--- config.mk ---
export PLATFORM = sky130hd
export DESIGN_NAME = mltf_ctrl
export DESIGN_NICKNAME = d
export VERILOG_FILES = /design/src/hw/rtl/mltf_pkg.sv /design/src/hw/rtl/mltf_ctrl.sv
export VERILOG_INCLUDE_DIRS = /design/src /design/src/hw/rtl
export SDC_FILE = /design/constraint.sdc
export NUM_CORES = 1
export LEC_CHECK = 0
export BUFFER_PORTS_ARGS = -buffer_cell sky130_fd_sc_hd__buf_4
export CAP_MARGIN = 15
export CORE_AREA = 2 2 39 41
export CTS_CLUSTER_SIZE = 16
export DETAILED_ROUTE_END_ITERATION = 8
export DIE_AREA = 0 0 41 43
export PLACE_DENSITY = 0.4
export SKIP_CTS_REPAIR_TIMING = 1
export SKIP_LAST_GASP = 1
export SYNTH_ARGS = -nofsm -noshare
export SYNTH_HDL_FRONTEND = slang
export SYNTH_SLANG_ARGS = --single-unit
--- constraint.sdc ---
create_clock -name clk_i -period 1.1 [get_ports clk_i]
set_input_delay 0.11 -clock clk_i [delete_from_list [all_inputs] [get_ports clk_i]]
set_output_delay 0.11 -clock clk_i [all_outputs]
set_load 0.005 [all_outputs]
--- src/hw/rtl/assert_macros.svh ---
// ----------------------------------------------------------------------------
// Assertion macros
// Clocked, reset-qualified assertion shorthands for the lock manager.
// ----------------------------------------------------------------------------
`ifndef ASSERT_MACROS_SVH
`define ASSERT_MACROS_SVH

// assert a property on every rising clock edge outside reset
`define MLTF_ASSERT(lbl, prop, msg) \
  lbl: assert property (@(posedge clk_i) disable iff (!rst_ni) prop) else $error(msg);

// assert that an expression never holds
`define MLTF_NEVER(lbl, expr, msg) \
  `MLTF_ASSERT(lbl, !(expr), msg)

`endif

--- src/hw/rtl/mltf_pkg.sv ---
// ----------------------------------------------------------------------------
// mltf_pkg
// Shared codes and controller/datapath interface types of the lock manager.
// ----------------------------------------------------------------------------
package mltf_pkg;

  localparam int NUM_LOCKS = 64;
  localparam int NUM_PROCS = 256;

  localparam logic [1:0] OP_CREATE  = 2'd0;
  localparam logic [1:0] OP_ACQUIRE = 2'd1;
  localparam logic [1:0] OP_RELEASE = 2'd2;

  typedef enum logic [2:0] {
    STAT_OK       = 3'd0,
    STAT_BLOCKED  = 3'd1,
    STAT_NOLOCK   = 3'd2,
    STAT_NOTOWNER = 3'd3,
    STAT_FULL     = 3'd4
  } status_e;

  typedef struct packed {
    logic clear;
    logic load;
    logic fetch;
    logic commit;
  } cmd_t;

  typedef struct packed {
    logic clear_done;
    logic need_fetch;
    logic res_busy;
  } sts_t;

endpackage

--- src/hw/rtl/mltf_ctrl.sv ---
// ----------------------------------------------------------------------------
// mltf_ctrl
// Sequencer of the lock manager: memory clear, request load, execute,
// waiter-link fetch and commit.
// ----------------------------------------------------------------------------
`include "assert_macros.svh"

module mltf_ctrl (
  input  logic          clk_i,
  input  logic          rst_ni,
  input  logic          in_valid_i,
  output logic          in_ready_o,
  input  mltf_pkg::sts_t sts_i,
  output mltf_pkg::cmd_t cmd_o
);
  import mltf_pkg::*;

  localparam logic [1:0] S_CLEAR = 2'd0;
  localparam logic [1:0] S_IDLE  = 2'd1;
  localparam logic [1:0] S_EXEC  = 2'd2;
  localparam logic [1:0] S_LINK  = 2'd3;

  logic [1:0] state_q, state_d;

  always_comb begin
    state_d    = state_q;
    cmd_o      = '0;
    in_ready_o = 1'b0;
    case (state_q)
      S_CLEAR: begin
        cmd_o.clear = 1'b1;
        if (sts_i.clear_done) state_d = S_IDLE;
      end
      S_IDLE: begin
        in_ready_o = 1'b1;
        if (in_valid_i) begin
          cmd_o.load = 1'b1;
          state_d    = S_EXEC;
        end
      end
      S_EXEC: begin
        if (sts_i.need_fetch) begin
          cmd_o.fetch = 1'b1;
          state_d     = S_LINK;
        end else if (!sts_i.res_busy) begin
          cmd_o.commit = 1'b1;
          state_d      = S_IDLE;
        end
      end
      S_LINK: begin
        if (!sts_i.res_busy) begin
          cmd_o.commit = 1'b1;
          state_d      = S_IDLE;
        end
      end
      default: state_d = S_CLEAR;
    endcase
  end

  always_ff @(posedge clk_i or negedge rst_ni) begin
    if (!rst_ni) begin
      state_q <= S_CLEAR;
    end else begin
      state_q <= state_d;
    end
  end

  `MLTF_NEVER(a_fetch_commit, cmd_o.fetch && cmd_o.commit, "fetch and commit together")
  `MLTF_NEVER(a_accept_in_clear, cmd_o.clear && in_ready_o, "ready during memory clear")
  `MLTF_ASSERT(a_link_after_fetch, state_q == S_LINK |-> $past(cmd_o.fetch) || $past(state_q == S_LINK), "link state without fetch")

endmodule

======== Yosys cells after proc, flatten, opt, wreduce, memory -nomap -nowiden ========
Cells that the tools add are included.
storage, ports and cells
  register bits after elaboration ......... 2
  bits of input ports ..................... 6
  word-level logic and storage cells ...... 22
  output and inout port bits .............. 5
operators by class
  eq/ne operators ......................... 5
  reduce and logical (&&, ||, !) cells .... 2
  mux-type cells .......................... 14
operator list
  operator                                              number
  2-to-1 mux 1 bit                                      8
  2-to-1 mux 2 bit                                      4
  case mux 2 bit (4 select lines)                       1
  equality test 2 bit (second input constant)           2
  != test 2 bit (second input constant)                 2
  equality test 2 x 1 -> 1 bit (second input constant)  1
  zero test 2 bit                                       1
  case mux 1 bit (2 select lines)                       1
  AND reduction 2 bit                                   1

======== Depth between registers and ports, before layout ========
  depth after elaboration ................. 3
  gate-level depth with buffers ........... 3
  depth with buffers taken out ............ 3

======== Worst setup path after synthesis ========
Ideal clock, no wire load.
  path kind ............................... register to register
  start ................................... register state_q[0]
  end ..................................... register state_q[1]
  path buffers ............................ 0
  clock period less this slack ............ 957 ps
  required time ........................... 978 ps
  stages on the path, launching flop included .. 4
  path slack .............................. 143 ps
  arrival ................................. 836 ps
  setup time .............................. 122 ps
  path through ............................ dfrtp_1 > nor2b_2 > and2_4 > nand2b_1
between the ends
  word-level cells in the longest chain between the ends .. 3
  elaborated cells on any way between the ends .. 8
  those cells by class .................... eq/ne (5); mux (1); reduce/logical (2)
RTL lines
  item                                                                    line             RTL
  start, declared                                                         mltf_ctrl.sv:23  logic [1:0] state_q, state_d;
  start signal, assigned                                                  mltf_ctrl.sv:64  state_q <= state_d;
  equality test 2 x 1 -> 1 bit / zero test 2 bit (equally long branches)  mltf_ctrl.sv:29  case (state_q)
  != test 2 bit (no line)                                                 -
  AND reduction 2 bit (no line)                                           -
Several ways; a longest one is shown, not always the timed one.
A chain may end at the register's enable or synchronous reset.

==> run_results.csv <==
group,metric,value,unit
critical_path,slowest_delay,0.43,ns
critical_path,cp-end-kind,"primary output",
detailed_routing,wl,423,microns
synth,yosys-top-cells-area,"dfrtp_1 38%, and4bb_2 9.6%, nor3_2 7.7%, and2_4 6.7%, nor2b_2 6.7%",
synth,ys_ff_latch,2,
detailed_routing,drc,0,
synth,synth_edf_count,0,
timing,timing.setup.tns,-0.157,ns
critical_path,critPathArrivalTime,1.04,ns
layout,design_area,303,sq um
critical_path,path_class,"reg -> out",
floorplan,die-area,1760,sq um
floorplan,fp-row-count,14,
cts,htree_levels,1,
run,drv_cap,0,
synth,yosysSeqAreaShare,38.5,%
placement,portBuffers,10,
critical_path,slowest_stage,"dfrtp_2",
cts,numClockSinks,2,
pwr,powerDensity,2450,nW/um^2
grt,overflow,0,
detailed_routing,post_drt_wl_per_cell,9.40,microns
floorplan,die_y,43,microns
layout,layout.nets,37,
floorplan,io_pins,11,
grt,first_global_vias,171,
layout,drive_above_1_share,82.8,%
synth,synthAdderAreaFrac,0,%
layout,top_register,"state_q",
synth,synth_top_family_by_area,"simple AND/OR/NAND/NOR gates",
grt,grt_antenna_before_repair,0,
grt,grt_pass1_wl,710,microns
detailed_routing,first_iter_violations,1,
synth,synth.area.mux_share,0,%
synth,synth.most_common_cell,"dfrtp_1",
layout,fin_cells,45,
grt,grt_usage,6.42,%
synth,netlist_area,130,sq um
timing,fin_skew,0.00223,ns
timing,timing.final.crit_share,105,%
synth,synth_flop_cell,"dfrtp_1",
timing,maxSlewHeadroom,86.0,%
timing,rsz0062_at_grt,"true",
detailed_routing,vias,157,
floorplan,die_w,41,microns
cts,clockBufferDepth,2,
floorplan,initial_utilization,9.40,%
cts,clk_latency,0.23,ns
placement,gp_congestion,0.581,
layout,reg_top3,"state_q x2",
timing,drv_slew,0,
timing,worst_pin_slew,0.209,ns
critical_path,critPathBufInv,1,
layout,final_util,21.9,%
timing,setup_viol,4,
detailed_routing,via_per_inst,3.49,
run_status,status,"finished, violations left",
critical_path,path_cells,"nor2b_4 -> and2_4 -> buf_6",
synth,syn_inst,13,
run_status,violations,"negative setup slack",
detailed_routing,first_pass_iters,2,
grt,grt_max_degree,8,
synth,synth_top_area_share,38.5,%
critical_path,cp_max_fo,5,
cts,clkTransAtPathRegs,0.03,ns
pwr,ir_worst_vdd,814,uV
layout,antenna_cells,0,
synth,synth_xor_area_share,0,%
timing,period_needed,1.15,ns
cts,cts_tree,"yes",
cts,clockRootBuffer,"clkbuf_4",
critical_path,cp-start-kind,"flop",
synth,synth-simple-area-share,57.7,%
floorplan,core_area,1380,sq um
critical_path,cp.required,0.99,ns
placement,placed_area,225,sq um
synth,post-synth-top-area-cell,"dfrtp_1",
placement,dp.cells,39,
critical_path,crit_family,"flip-flops",
worst_hold_path,hp-class,"in -> reg",
pwr,p_leak,0.143,nW
synth,synthesis.nets,19,
detailed_routing,ant_nets,0,
timing,layout_setup_ws,-0.0517,ns
layout,largest_reg_flops,2,
cts,cts_buffers,3,
synth,synth_compound_area_share,3.85,%
synth,synth_cell_types,12,
layout,area_growth,133,%
synth,synthArstFlopShare,100,%
timing,fmaxAchievable,0.868,GHz
timing,hold_violations,0,
synth,yosys_warnings,0,
synth,synth.avg_cell_area,10.0,sq um
==> power breakdown <==
group | switching [mW] | total (mW) | internal [mW] | leakage (nW)
registers | 0.0666 | 0.186 | 0.119 | 0.0209
clock network | 0.0421 | 0.162 | 0.120 | 0.0138
logic | 0.121 | 0.394 | 0.273 | 0.108
==> worst min-delay path, stage by stage <==
cell	delay [ns]
buf_4	0.09
o21ai_0	0.09
nand2b_1	0.07
==> cells in the final DEF, fill, tap and decap left out <==
master         count
nor2_1             1
clkbuf_4           3
nor2b_4            2
dlygate4sd3_1      1
and2_4             2
buf_6              2
nand2b_1           1
buf_4             10
nor3_2             1
and4bb_2           1
nor3_1             1
nor3b_2            1
dfrtp_2            2
o21ai_0            1
==> path summary, 6_finish.rpt <==
path                       depth (start not counted)        from          to  slack, ns
max                                                3  state_q[0]    cmd_o[2]      -0.05
min                                                3    sts_i[0]  state_q[1]       0.17
max reg2reg                                        3  state_q[1]  state_q[0]       0.11
min reg2reg                                        2  state_q[0]  state_q[0]       0.66
max in group asynchronous                          2      rst_ni  state_q[0]       0.79
min in group asynchronous                          2      rst_ni  state_q[1]       0.21
==> layer usage <==
metal  part of all wire, %  global-route usage, %
met1                    51                   9.62
met2                    34                   5.94
met3                    11                   1.57
met4                   4.3                   8.00
met5                     0                      0
==> cells by family after synthesis <==
logic type / count (synthesis)
flip-flops: 2
AND/OR/NAND/NOR: 10
AO/OA/AOI/OAI: 1
==> per-stage QoR <==
stage	setup WS [ns]	power, mW	hold WS, ns
after floorplan	0.143	0.292	-0.186
after global placement	0.131	0.435	-0.103
after detailed placement	0.118	0.441	-0.103
after CTS	-0.108	0.616	-0.347
after global routing	-0.0847	0.800	0.197
final	-0.0517	0.741	0.169
==> layout make-up <==
cell class | count | area, sq um
Clock buffer | 3 | 22.5
Fill cell | 157 | 1080
Tap cell | 16 | 20.0
Timing Repair Buffer | 13 | 108
Sequential cell | 2 | 52.6
Multi-Input combinational cell | 11 | 100
Power figures use the tool's default switching activity.
